===== config.mk =====
export PLATFORM = sky130hd
export DESIGN_NAME = audio_feature_unit_controls
export DESIGN_NICKNAME = d
export VERILOG_FILES = /design/src/sv/afu_pkg.sv /design/src/sv/audio_feature_unit_controls.sv /design/src/sv/afu_lvl_to_db.sv /design/src/sv/afu_db_to_lvl.sv
export SDC_FILE = /design/constraint.sdc
export NUM_CORES = 1
export LEC_CHECK = 0
export BUFFER_PORTS_ARGS = -buffer_cell sky130_fd_sc_hd__buf_2
export CAP_MARGIN = 5
export CORE_MARGIN = 8
export CORE_UTILIZATION = 35
export CTS_BUF_LIST = sky130_fd_sc_hd__clkbuf_4
export DETAILED_ROUTE_END_ITERATION = 10
export GPL_TIMING_DRIVEN = 0
export PLACE_DENSITY = 0.54
export SLEW_MARGIN = 20
export SYNTH_ARGS = -nofsm -noshare
export SYNTH_HDL_FRONTEND = slang
export SYNTH_HIERARCHICAL = 1
export SYNTH_SLANG_ARGS = --single-unit

===== constraint.sdc =====
create_clock -name i_clk -period 6.72 [get_ports i_clk]
set_input_delay 1.344 -clock i_clk [delete_from_list [all_inputs] [get_ports i_clk]]
set_output_delay 1.344 -clock i_clk [all_outputs]
set_load 0.03 [all_outputs]

===== src/sv/afu_pkg.sv =====
// Package for the audio feature-unit control responder.
// Holds the request and result word types and the protocol constants.
// No dependencies.
package afu_pkg;

    // Request kinds after setup-packet decode
    localparam logic [1:0] KIND_IN  = 2'd0;
    localparam logic [1:0] KIND_OUT = 2'd1;

    // bRequest codes
    localparam logic [7:0] RQ_SET_CUR = 8'h01;
    localparam logic [7:0] RQ_GET_CUR = 8'h81;
    localparam logic [7:0] RQ_GET_MIN = 8'h82;
    localparam logic [7:0] RQ_GET_MAX = 8'h83;
    localparam logic [7:0] RQ_GET_RES = 8'h84;

    // Control selectors
    localparam logic [7:0] SEL_MUTE   = 8'h01;
    localparam logic [7:0] SEL_VOLUME = 8'h02;

    // Channel numbers
    localparam logic [7:0] CHAN_LEFT  = 8'h01;
    localparam logic [7:0] CHAN_RIGHT = 8'h02;

    // Feature-unit entities (wIndex)
    localparam logic [15:0] ENT_PLAY = 16'h0200;
    localparam logic [15:0] ENT_CAPT = 16'h0500;

    // Volume range answers in 1/256 dB
    localparam logic [15:0] VOL_MIN = 16'h8001;
    localparam logic [15:0] VOL_MAX = 16'h0800;
    localparam logic [15:0] VOL_RES = 16'h0088;

    // Gain level after reset (0 dB)
    localparam logic [7:0] GAIN_RESET = 8'd240;

    // Response lengths
    localparam logic [1:0] LEN_NONE = 2'd0;
    localparam logic [1:0] LEN_BYTE = 2'd1;
    localparam logic [1:0] LEN_WORD = 2'd2;

    // Offset of the dB code
    localparam logic [15:0] DB_OFFSET = 16'h8000;

    // Request word
    typedef struct packed {
        logic [1:0]  kind;
        logic [7:0]  request_code;
        logic [15:0] control_value;
        logic [15:0] entity_index;
        logic [15:0] data_word;
    } t_req;

    // Result word
    typedef struct packed {
        logic        stalled;
        logic [1:0]  response_length;
        logic [15:0] response_data;
        logic        play_mute;
        logic [7:0]  play_gain_left;
        logic [7:0]  play_gain_right;
        logic        capture_mute;
        logic [7:0]  capture_gain;
    } t_rsp;

endpackage


===== src/sv/audio_feature_unit_controls.sv =====
// Top level of the audio feature-unit control responder.
// Depends on afu_pkg, afu_lvl_to_db and afu_db_to_lvl.
//
// Usage:
//   The input channel carries one decoded class control request per word
//   (i_in_valid / o_in_stall / i_in_req). The output channel returns one
//   result word per request (o_out_valid / i_out_stall / o_out_rsp): stall
//   flag, up to two response bytes, and the mute and gain state after the
//   request, which also drives the audio path.
//   A request is captured in an input register, where decode and gain
//   conversion work on it; its result is registered in the output register
//   once that register is free.
//   Throughput is one request per cycle while the receiver does not stall;
//   the state update and the result register advance together, so the next
//   request sees the new state. When the receiver stalls, the result holds;
//   the input register still takes one more word, then o_in_stall rises
//   until the result moves. Reset (synchronous, active low) empties both
//   registers, clears both mute bits and sets all gain levels to 240 (0 dB).
module audio_feature_unit_controls (
    input  logic          i_clk,
    input  logic          i_rst_n,
    input  logic          i_in_valid,
    output logic          o_in_stall,
    input  afu_pkg::t_req i_in_req,
    output logic          o_out_valid,
    input  logic          i_out_stall,
    output afu_pkg::t_rsp o_out_rsp
);

    // Pipeline registers
    logic          r_in_vld;
    afu_pkg::t_req r_in;
    logic          r_out_vld;
    afu_pkg::t_rsp r_out;

    // Control state
    logic       r_play_mute, n_play_mute;
    logic [7:0] r_play_gain_l, n_play_gain_l;
    logic [7:0] r_play_gain_r, n_play_gain_r;
    logic       r_capt_mute, n_capt_mute;
    logic [7:0] r_capt_gain, n_capt_gain;

    logic          out_free;
    logic          adv;
    logic          in_acc;
    afu_pkg::t_rsp n_out;

    logic       is_play;
    logic       is_capt;
    logic [7:0] sel;
    logic [7:0] chan;
    logic       chan_ok;
    logic       chan_right;
    logic [7:0] rd_level;
    logic [15:0] rd_db;
    logic [7:0] wr_level;

    // Handshake: output register frees when empty or taken
    assign out_free   = !r_out_vld || !i_out_stall;
    assign adv        = r_in_vld && out_free;
    assign o_in_stall = r_in_vld && !out_free;
    assign in_acc     = i_in_valid && !o_in_stall;

    // Field decode
    assign is_play    = (r_in.entity_index == afu_pkg::ENT_PLAY);
    assign is_capt    = (r_in.entity_index == afu_pkg::ENT_CAPT);
    assign sel        = r_in.control_value[15:8];
    assign chan       = r_in.control_value[7:0];
    assign chan_ok    = (chan == afu_pkg::CHAN_LEFT) || (chan == afu_pkg::CHAN_RIGHT);
    assign chan_right = (chan == afu_pkg::CHAN_RIGHT);

    // Select the level to report
    assign rd_level = !is_play  ? r_capt_gain :
                      chan_right ? r_play_gain_r : r_play_gain_l;

    afu_lvl_to_db u_lvl_to_db (
        .i_level (rd_level),
        .o_db    (rd_db)
    );

    afu_db_to_lvl u_db_to_lvl (
        .i_db    (r_in.data_word),
        .o_level (wr_level)
    );

    // Execute the request against the current state
    always_comb begin
        n_play_mute   = r_play_mute;
        n_play_gain_l = r_play_gain_l;
        n_play_gain_r = r_play_gain_r;
        n_capt_mute   = r_capt_mute;
        n_capt_gain   = r_capt_gain;
        n_out         = '0;
        n_out.stalled = 1'b1;

        if (r_in.kind == afu_pkg::KIND_IN && (is_play || is_capt)) begin
            if (sel == afu_pkg::SEL_MUTE && r_in.request_code == afu_pkg::RQ_GET_CUR) begin
                n_out.stalled         = 1'b0;
                n_out.response_length = afu_pkg::LEN_BYTE;
                n_out.response_data   = {15'd0, is_play ? r_play_mute : r_capt_mute};
            end else if (sel == afu_pkg::SEL_VOLUME && chan_ok) begin
                n_out.stalled         = 1'b0;
                n_out.response_length = afu_pkg::LEN_WORD;
                case (r_in.request_code)
                    afu_pkg::RQ_GET_CUR: n_out.response_data = rd_db;
                    afu_pkg::RQ_GET_MIN: n_out.response_data = afu_pkg::VOL_MIN;
                    afu_pkg::RQ_GET_MAX: n_out.response_data = afu_pkg::VOL_MAX;
                    afu_pkg::RQ_GET_RES: n_out.response_data = afu_pkg::VOL_RES;
                    default: begin
                        n_out.stalled         = 1'b1;
                        n_out.response_length = afu_pkg::LEN_NONE;
                    end
                endcase
            end
        end else if (r_in.kind == afu_pkg::KIND_OUT &&
                     r_in.request_code == afu_pkg::RQ_SET_CUR && (is_play || is_capt)) begin
            if (sel == afu_pkg::SEL_MUTE) begin
                n_out.stalled = 1'b0;
                if (is_play) begin
                    n_play_mute = r_in.data_word[0];
                end else begin
                    n_capt_mute = r_in.data_word[0];
                end
            end else if (sel == afu_pkg::SEL_VOLUME && chan_ok) begin
                n_out.stalled = 1'b0;
                if (!is_play) begin
                    n_capt_gain = wr_level;
                end else if (chan_right) begin
                    n_play_gain_r = wr_level;
                end else begin
                    n_play_gain_l = wr_level;
                end
            end
        end

        n_out.play_mute       = n_play_mute;
        n_out.play_gain_left  = n_play_gain_l;
        n_out.play_gain_right = n_play_gain_r;
        n_out.capture_mute    = n_capt_mute;
        n_out.capture_gain    = n_capt_gain;
    end

    // Hold state and pipeline registers; advance on a free output
    always_ff @(posedge i_clk) begin
        if (!i_rst_n) begin
            r_in_vld      <= 1'b0;
            r_out_vld     <= 1'b0;
            r_play_mute   <= 1'b0;
            r_play_gain_l <= afu_pkg::GAIN_RESET;
            r_play_gain_r <= afu_pkg::GAIN_RESET;
            r_capt_mute   <= 1'b0;
            r_capt_gain   <= afu_pkg::GAIN_RESET;
        end else begin
            if (in_acc) begin
                r_in_vld <= 1'b1;
            end else if (adv) begin
                r_in_vld <= 1'b0;
            end
            if (out_free) begin
                r_out_vld <= r_in_vld;
            end
            if (adv) begin
                r_play_mute   <= n_play_mute;
                r_play_gain_l <= n_play_gain_l;
                r_play_gain_r <= n_play_gain_r;
                r_capt_mute   <= n_capt_mute;
                r_capt_gain   <= n_capt_gain;
            end
        end
    end

    // Payload registers
    always_ff @(posedge i_clk) begin
        if (in_acc) begin
            r_in <= i_in_req;
        end
        if (adv) begin
            r_out <= n_out;
        end
    end

    assign o_out_valid = r_out_vld;
    assign o_out_rsp   = r_out;

    // Checks
    a_reset_empty : assert property (@(posedge i_clk) !i_rst_n |=> !o_out_valid)
        else $error("output valid right after reset");

    a_stall_no_data : assert property (@(posedge i_clk) disable iff (!i_rst_n)
        o_out_valid && o_out_rsp.stalled |->
            o_out_rsp.response_length == afu_pkg::LEN_NONE && o_out_rsp.response_data == 16'd0)
        else $error("stalled result carries response bytes");

    a_in_stall_full : assert property (@(posedge i_clk) disable iff (!i_rst_n)
        o_in_stall |-> r_in_vld && r_out_vld)
        else $error("input stalled while a register is empty");

    a_gain_hold : assert property (@(posedge i_clk) disable iff (!i_rst_n)
        !adv |=> $stable(r_play_gain_l) && $stable(r_play_gain_r) && $stable(r_capt_gain))
        else $error("gain changed without a request advancing");

endmodule


===== src/sv/afu_lvl_to_db.sv =====
// Gain level to dB code conversion: (level*0x8800 + 127)/255 + 0x8000.
// Divide by 255 is done as a reciprocal multiply. Uses afu_pkg.
module afu_lvl_to_db (
    input  logic [7:0]  i_level,
    output logic [15:0] o_db
);

    // ceil(2^32 / 255); exact for every dividend below 2^24
    localparam logic [24:0] RECIP_255 = 25'd16843010;

    logic [23:0] x;
    logic [48:0] prod;
    logic [16:0] quot;

    // Scale by 0x8800 (2^15 + 2^11) and round
    assign x    = (24'(i_level) << 15) + (24'(i_level) << 11) + 24'd127;
    assign prod = 49'(x) * 49'(RECIP_255);
    assign quot = prod[48:32];
    assign o_db = quot[15:0] + afu_pkg::DB_OFFSET;

endmodule


===== src/sv/afu_db_to_lvl.sv =====
// dB code to gain level conversion:
// min(255, (((v - 0x8000) mod 2^16)*255 + 0x4400) / 0x8800). Uses afu_pkg.
module afu_db_to_lvl (
    input  logic [15:0] i_db,
    output logic [7:0]  o_level
);

    // ceil(2^17 / 17); exact for every dividend below 8738
    localparam logic [12:0] RECIP_17 = 13'd7711;

    logic [15:0] d;
    logic [23:0] y;
    logic [12:0] w;
    logic [25:0] prod;
    logic [8:0]  quot;

    // Remove offset, scale by 255, add half of 0x8800
    assign d = i_db - afu_pkg::DB_OFFSET;
    assign y = (24'(d) << 8) - 24'(d) + 24'h004400;

    // 0x8800 = 2^11 * 17: shift, then divide by 17
    assign w    = y[23:11];
    assign prod = 26'(w) * 26'(RECIP_17);
    assign quot = prod[25:17];

    // Saturate to the 8-bit level range
    assign o_level = (quot > 9'd255) ? 8'd255 : quot[7:0];

endmodule


* Word-level counts from Yosys, hierarchy flattened *
Index checks and enable logic that the tools add are counted.
Widths: inputs -> output; s select.

storage, ports and cells
  register bits after elaboration = 131
  input port bits = 62
  output and inout port bits = 47
  logic and storage cells = 103

cells by class
  $add $sub $neg = 6
  $mul = 2
  magnitude comparators = 1
  eq/ne operators = 12
  mux-type cells = 39
  bitwise gates (word level) = 2
  reduce and logical (&&, ||, !) cells = 19

operator list
  operator                number
  $mux 8                  20
  $pmux 16 s4             1
  $mul 24x24->47 const B  1
  $mux 19                 2
  $eq 8x8->1 const B      4
  $mul 13x13->26 const B  1
  $add 23x19->24          1
  $add 24x15->24 const B  1
  $add 24x7->24 const B   1
  $eq 8x1->1 const B      3
  $sub 24x16->24          1
  $add 16x16->16 const B  1
  $eq 16x10->1 const B    1
  $eq 16x11->1 const B    1
  $eq 8x2->1 const B      2
  $sub 16x16->16 const B  1
  $mux 1                  15
  $gt 9x8->1 const B      1
  $logic_and 1x1->1       8
  $logic_not 1->1         4
  $reduce_or 4->1         1
  $logic_or 1x1->1        3
  $mux 3                  1
  $reduce_or 3->1         1
  4 further kinds         5

* Longest topological paths before layout *
Gate-level depths: netlist of the first run.

  word-level depth = 12
  mapped depth = 31
  depth with buffers taken out = 30

* Modules after synthesis *
The synthesis of the first run kept the hierarchy.

modules (own cells, without submodules)
  module                       instances  cells an instance  area an instance (um^2)  sequential area each (um^2)
  audio_feature_unit_controls  1          352                5215.0                   3653.5
  afu_db_to_lvl                1          453                3819.9                   0.0
  afu_lvl_to_db                1          255                2389.8                   0.0

* Worst setup path after synthesis of the first run *
No wires, ideal clock.

  kind = register -> register
  from = register r_in[4] (netlist bit)
  to = register r_out (netlist bit o_out_rsp[22]) (data pin)
  arrival = 6.845 ns
  data required time = 6.460 ns
  setup slack = -0.385 ns
  cell stages (with the launch flop) = 28
  period minus slack after synthesis = 7.105 ns
  cell sequence = edfxtp_1 ha_1 ha_1 buf_2 o21a_1 a221oi_2 a211oi_2 o22a_4 a2111oi_2 nor3_2 xnor2_1 fa_1 inv_1 ha_1 ha_1 inv_1 fa_1 fa_1 inv_1 ha_1 nand2_1 or4_1 o22ai_1 or4_1 a221oi_1 xor2_1 nand2b_1 mux2_2

RTL lines
  what                    RTL line                            text
  start, declared         audio_feature_unit_controls.sv:32   afu_pkg::t_req r_in;
  start signal, assigned  audio_feature_unit_controls.sv:175  r_in <= i_in_req;
  end signal, assigned    audio_feature_unit_controls.sv:178  r_out <= n_out;
  end, declared           audio_feature_unit_controls.sv:34   afu_pkg::t_rsp r_out;

==> impl_results.md, run 1 <==
- Clock-pin slew on the worst setup and hold paths: approximately 0.14 ns
- # IOs: roughly 110
- Setup crit end kind: flop
- Commonest non-fill, non-tap cell in the layout: ha_1
- Quantity of hold-fixing buffers added after cts: 0
- Clock Sinks: between 100 and 150
- # setup viols final: 30
- Number of global-route vias before repair: a little under 9,000
- Crit path max-delay family: adder cells
- Cell count after synthesis: approximately 1,100
- Crit path max-delay cell type: or4_4
- DRT met1 WL: around 13,000 µm
- Initial core utilization: 0.3529
- Ys async rst share: 0
- Grt ovf: 0
- Final wirelength: 27,910 µm
- Worst-Skew Late Latency: between 0.5 and 0.6 ns
- Failing checks: setup timing
- Vias/cell: roughly 4.8
- Routed wl met2: between 10,000 and 15,000 µm
- Drt pass-1 iters: 4
- Final worst-path cycle share: 1.042
- H-tree depth: 4
- Inst Count DP: about 1,600
- Final Hold Violating Endpoints: 0
- Total die area: 38,680 µm²
- Largest net degree at the start of global routing: 29
- Via count: between 8,000 and 9,000
- CTS root buf: clkbuf_4
- Worst setup margin: -0.2794 ns
- Most frequent cells in the layout: ha_1, inv_1, buf_2
- Post-Route Utilization: 0.4579
- Initial DRC Count: about 370
- Antenna Nets Post-Route: 0
- Met3 WL: roughly 1200 µm
- DRC violations left: 0
- Max-cap viol count: 0
- First-pass GRT wire length: roughly 45,000 µm
- Num CTS Buffers: 17
- WP data arrival: 7.33 ns
- Fin. max-slew vios: 0
- Fmax: 142.9 MHz
- Mapped Area: roughly 11,000 µm²
- Final non-filler cell total: 1,732
- Yosys synthesis warning count: 6
- Longest Clk Path Bufs: 2
- Synth Register Bits: about 130
- Slowest cell delay on critical path: about 0.56 ns
- Layout area overhead: 29.76%
- Register area share after synthesis: 0.3198
- Post-layout nets: 1,578
- Ys flop type: edfxtp_1
- Rel. slew slack: 0.4980
- Max Used Layer: met4
- Status: finished, violations left
- CTS tree: yes
- Layout cells sized above 1: 0.3398
- RSZ-0062 raised after global routing: yes
- Crit start category: flop
- Row cnt: 66
- GRT Overall Usage: 0.1444
- Worst Path Class, Setup: reg2reg
- Initial antenna violation count: 1
- Yosys cell types: 91
- CP Buf/Inv Count: 7
- EDFF count, synth: around 100
- Hpwl dp: around 21,000 µm
- Mapped Nets: ~1,400
- RePlAce Congestion: 0.8287
- Avg Cell Area, Syn: around 11 µm²
- Avg WL per Cell: roughly 16 µm
- Slew at the pin closest to its max-slew limit: ~0.75 ns
- Crit path time final: around 7 ns
- Height of the die: ~200 µm
- Worst min-delay path class: reg2reg
- Worst Path Max Fanout: 5
- CORE AREA: ~32,000 µm²
- IO Port Bufs: between 100 and 150
- Clk_skew: around 0.028 ns
- Worst Path Required: slightly above 7 ns
- DIE WIDTH: between 150 and 200 µm
Yosys cell counts, drive strengths merged (4+ instances only):
library cell / count / share of area
o21a: 5 / 0.0033
inv: 137 / 0.045
or3: 4 / 0.0022
nor3: 12 / 0.0071
fa: 37 / 0.065
ha: 203 / 0.22
or4: 5 / 0.0033
mux2i: 25 / 0.022
a21oi: 44 / 0.019
and2: 16 / 0.0088
a211oi: 7 / 0.0055
a21o: 29 / 0.019
nor2b: 27 / 0.015
nand2b: 13 / 0.0071
mux2: 26 / 0.026
nor4: 9 / 0.0089
o21ai: 16 / 0.0070
dfxtp: 28 / 0.049
clkbuf: 10 / 0.0033
xor2: 33 / 0.027
a31oi: 13 / 0.0071
o21bai: 9 / 0.0066
nand3: 14 / 0.0074
nand2: 63 / 0.021
edfxtp: 103 / 0.27
and3: 9 / 0.0049
buf: 4 / 0.0025
nor2: 38 / 0.014
nand4: 16 / 0.010
xnor2: 37 / 0.034
flip-flops by register name, summed over array words and instances (netlist names):
signal and cells:
o_out_rsp 45, r_in 50, r_play_gain_l 8, r_play_gain_r 8, r_capt_gain 8, r_play_mute 1, chan 8, r_in_vld 1
o_out_valid 1, r_capt_mute 1
per-layer routing:
layer | up-vias | GRT usage
li1 | 4238 | -
met2 | 162 | 0.2396
met4 | 0 | 0.03121
met5 | - | 0
met1 | 3974 | 0.1913
met3 | 17 | 0.03138
tightest hold or removal path: stages (launching register included):
cell and delay [ns]:
dfxtp_1 0.35, nand2_1 0.05, mux2i_1 0.05
layout make-up:
class                   instances  area (µm²)
clock inverters                15       181.4
fillers                      3085       17550
multi-input cells             778        8364
plain buffers                  13       96.34
clock buffers                  17       127.6
flip-flops and latches        131        3654
well taps                     442       553.0
diodes                          1       2.502
inverters                     137       516.7
repair buffers                198        1329
metrics by stage:
step                      hold WS (ns)  area (µm²)  setup slack [ns]  setup TNS [ns]
after floorplan                 0.4455       11690           0.03173               0
after global placement          0.4581       12780            -1.484          -55.31
after detailed placement        0.4641       12900            -1.568          -58.27
after CTS                       0.4842       14220           -0.2630          -4.481
after global routing            0.4993       14820           -0.5218          -18.53
final                           0.4863       14820           -0.2794          -4.287
what timing repair did:
action | CTS | global route
endpoints found under the setup margin | 64 | 63
gates cloned | 0 | 1
gates resized for setup | 106 | 57
setup buffers | 55 | 31
pin swaps | 60 | 70
path summary, 6_finish.rpt:
path | depth (start not counted) | slack (ns) | from | end
setup / recovery | 29 | -0.28 | r_in[10] | o_out_rsp[14]
hold / removal | 2 | 0.49 | r_play_gain_l[1] | r_play_gain_l[1]
setup reg to reg | 29 | -0.28 | r_in[10] | o_out_rsp[14]
hold reg to reg | 2 | 0.49 | r_play_gain_l[1] | r_play_gain_l[1]
cell families after synthesis:
family	synth area share
simple gates	0.1281
xor+xnor	0.06023
flops	0.3198
compound gates	0.1036
fa+ha+maj	0.2899
buf+inv	0.05082
mux	0.04753
Power of run 1 is left out: the tool's default activity adds up to more than one toggle a clock period on the data nets, which glitch-free logic cannot reach.
==> run 2, diff against run 1 <==
Settings changed: PLACE_DENSITY 0.54 to not set.
Clock period 6.72 ns to 7.5 ns, I/O delays scaled along.
==> run 2 against run 1 <==
  * The flow now finishes without violations
  * Cell area fell by 7.6%
  * Worst setup slack better by 0.55 ns
  * First-iteration DRC count decreased by 19%
  * Highest routed layer unchanged
  * Die area is the same
==> impl_results.md, run 2 (same netlist as run 1, synthesis figures left out) <==
- Status: complete, no violations
- Post-layout nets: 1,528 (-3.2%)
- Global-route met2 utilization: 0.2198 (-0.01974)
- Largest register FFs: 50 (unchanged)
- Placed cell area: 12,630 µm² (-2.0%)
- Hold_ws: 0.4903 ns (+0.004019 ns)
- Layout filler cell count: 3,184 (+3.2%)
- IO Port Bufs: 107 (unchanged)
- Layout cells sized above 1: 0.2534 (-0.08637)
- WP data arrival: 7.54 ns (+0.21 ns)
- Grt ovf: 0 (unchanged)
- RePlAce Congestion: 0.8137 (-1.8%)
- First-pass GRT wire length: 42,220 µm (-5.8%)
- Hold path start: r_play_gain_r[3]
- Fin. max-slew vios: 0 (unchanged)
- Height of the die: 196.7 µm (unchanged)
- Final Hold Violating Endpoints: 0 (unchanged)
- Initial DRC Count: 294 (-19%)
- Largest net degree at the start of global routing: 32 (+10%)
- # setup viols final: 0 (-100%)
- Antenna Nets Post-Route: 0 (unchanged)
- Worst Path Class, Setup: reg2reg
- Worst setup margin: 0.2735 ns (+0.5529 ns)
- Most frequent cells in the layout: ha_1, inv_1, buf_2
- Initial core utilization: 0.3529 (unchanged)
- # IOs: 109 (unchanged)
- Slowest cell delay on critical path: 0.55 ns (about the same)
- Fin area: 13,700 µm² (-7.6%)
- Final worst-path cycle share: 0.9635 (-0.07805)
- Final wirelength: 26,120 µm (-6.4%)
- Crit path top cell by count: ha_1
- Reg2reg start: r_in[4]
- Hpwl dp: 21,080 µm (-1.9%)
- Largest reg by FF count: r_in
- Rel. slew slack: 0.4733 (-0.02467)
- Met3 GRT Util: 0.03172 (+0.0003411)
- Worst-Skew Late Latency: 0.58 ns (about the same)
- Clock Sinks: 131 (unchanged)
- Crit path max-delay family: adder cells
- Crit path time final: 7.226 ns (+0.2271 ns)
- Pre-CTS setup slack: -1.038 ns (+0.5302 ns)
- Vias/cell: 4.912 (+1.4%)
- Worst Path Max Fanout: 7 (+2)
- Commonest non-fill, non-tap cell in the layout: ha_1
- Drt pass-1 iters: 5 (+1)
- DIE WIDTH: 196.7 µm (unchanged)
- Crit start category: flop
- CTS tree: yes
- Via count: 8,262 (-1.5%)
- DRC violations left: 0 (unchanged)
- Fmax: 138.4 MHz (-3.1%)
- Layout area overhead: 19.94%
- Setup crit end kind: flop
- CTS root buf: clkbuf_4
- Total die area: 38,680 µm² (unchanged)
- Worst min-delay path class: reg2reg
- Crit path max-delay cell type: fa_1
- Initial antenna violation count: 1 (unchanged)
- Clock-pin slew on the worst setup and hold paths: 0.14 ns (about the same)
- Longest Clk Path Bufs: 2 (unchanged)
- Origin of the worst setup path: r_in[4]
- H-tree depth: 4 (unchanged)
- Max-cap viol count: 0 (unchanged)
- Number of global-route vias before repair: 8,464 (-2.5%)
- Num CTS Buffers: 17 (unchanged)
- Grt peak-use layer: met2
- Met1 usage: 0.1759 (-0.01536)
- CP Buf/Inv Count: 4 (-3)
- Clk_skew: 0.03024 ns (+0.002381 ns)
- CORE AREA: 32,370 µm² (unchanged)
- Row cnt: 66 (unchanged)
- GRT Overall Usage: 0.1351 (-0.009349)
- Avg WL per Cell: 15.53 µm (-3.6%)
- Worst Path Required: 7.82 ns (+0.77 ns)
- Slew at the pin closest to its max-slew limit: 0.7864 ns (+0.03588 ns)
run 2: cell count changes in the layout (fill, tap and decap cells not counted), moves of 9 or more:
| cell | delta |
|---|---|
| buf_4 | -43 |
| ha_4 | -21 |
| ha_1 | +20 |
| inv_1 | +18 |
| inv_2 | -17 |
| a31oi_4 | -9 |
run 2: metal layers:
metal,wire [µm],vias up
met5,0,-
met4,561,0
met3,1172,37
met2,11930,174
met1,12460,3910
li1,-,4141
run 2: worst paths after layout:
path	cells after the start	slack, ns	end
worst max register to register	27	0.27	o_out_rsp[22]
worst max-delay path	27	0.27	o_out_rsp[22]
worst min register to register	2	0.49	r_play_gain_r[3]
worst min-delay path	2	0.49	r_play_gain_r[3]
run 2: layout make-up:
cell class,count,area [µm²],share of cell area
clock inverters,15,177.7,0.01297
flip-flops and latches,131,3654,0.2666
inverters,137,514.2,0.03753
clock buffers,17,127.6,0.009313
well taps,442,553.0,0.04036
repair buffers,148,928.4,0.06775
plain buffers,13,68.82,0.005022
multi-input cells,778,7677,0.5603
diodes,1,2.502,0.0001826
run 2: stage by stage:
step / TNS, ns / cells / utilization
after floorplan: 0 / 1060 / -
after global placement: -26.66 / 1609 / 0.3866
after detailed placement: -29.65 / 1613 / 0.3903
after CTS: 0 / 1655 / 0.4056
after global routing: -0.07273 / 1682 / 0.4233
final: 0 / 1682 / 0.4233
run 2: timing repair:
| action | CTS | global route |
|---|---|---|
| resized for setup | 19 | 60 |
| pin swaps | 3 | 20 |
| setup endpoints to repair | 64 | 62 |
| hold buffers | 0 | 0 |
| setup buffers | 10 | 27 |
run 2: tightest hold or removal path, delay by kind of cell (launching register included):
| kind | cells | cell delay [ns] |
|---|---|---|
| AND/OR/NAND/NOR | 1 | 0.06 |
| multiplexers | 1 | 0.06 |
| flip-flops | 1 | 0.34 |
Power of run 2 is left out for the same reason.
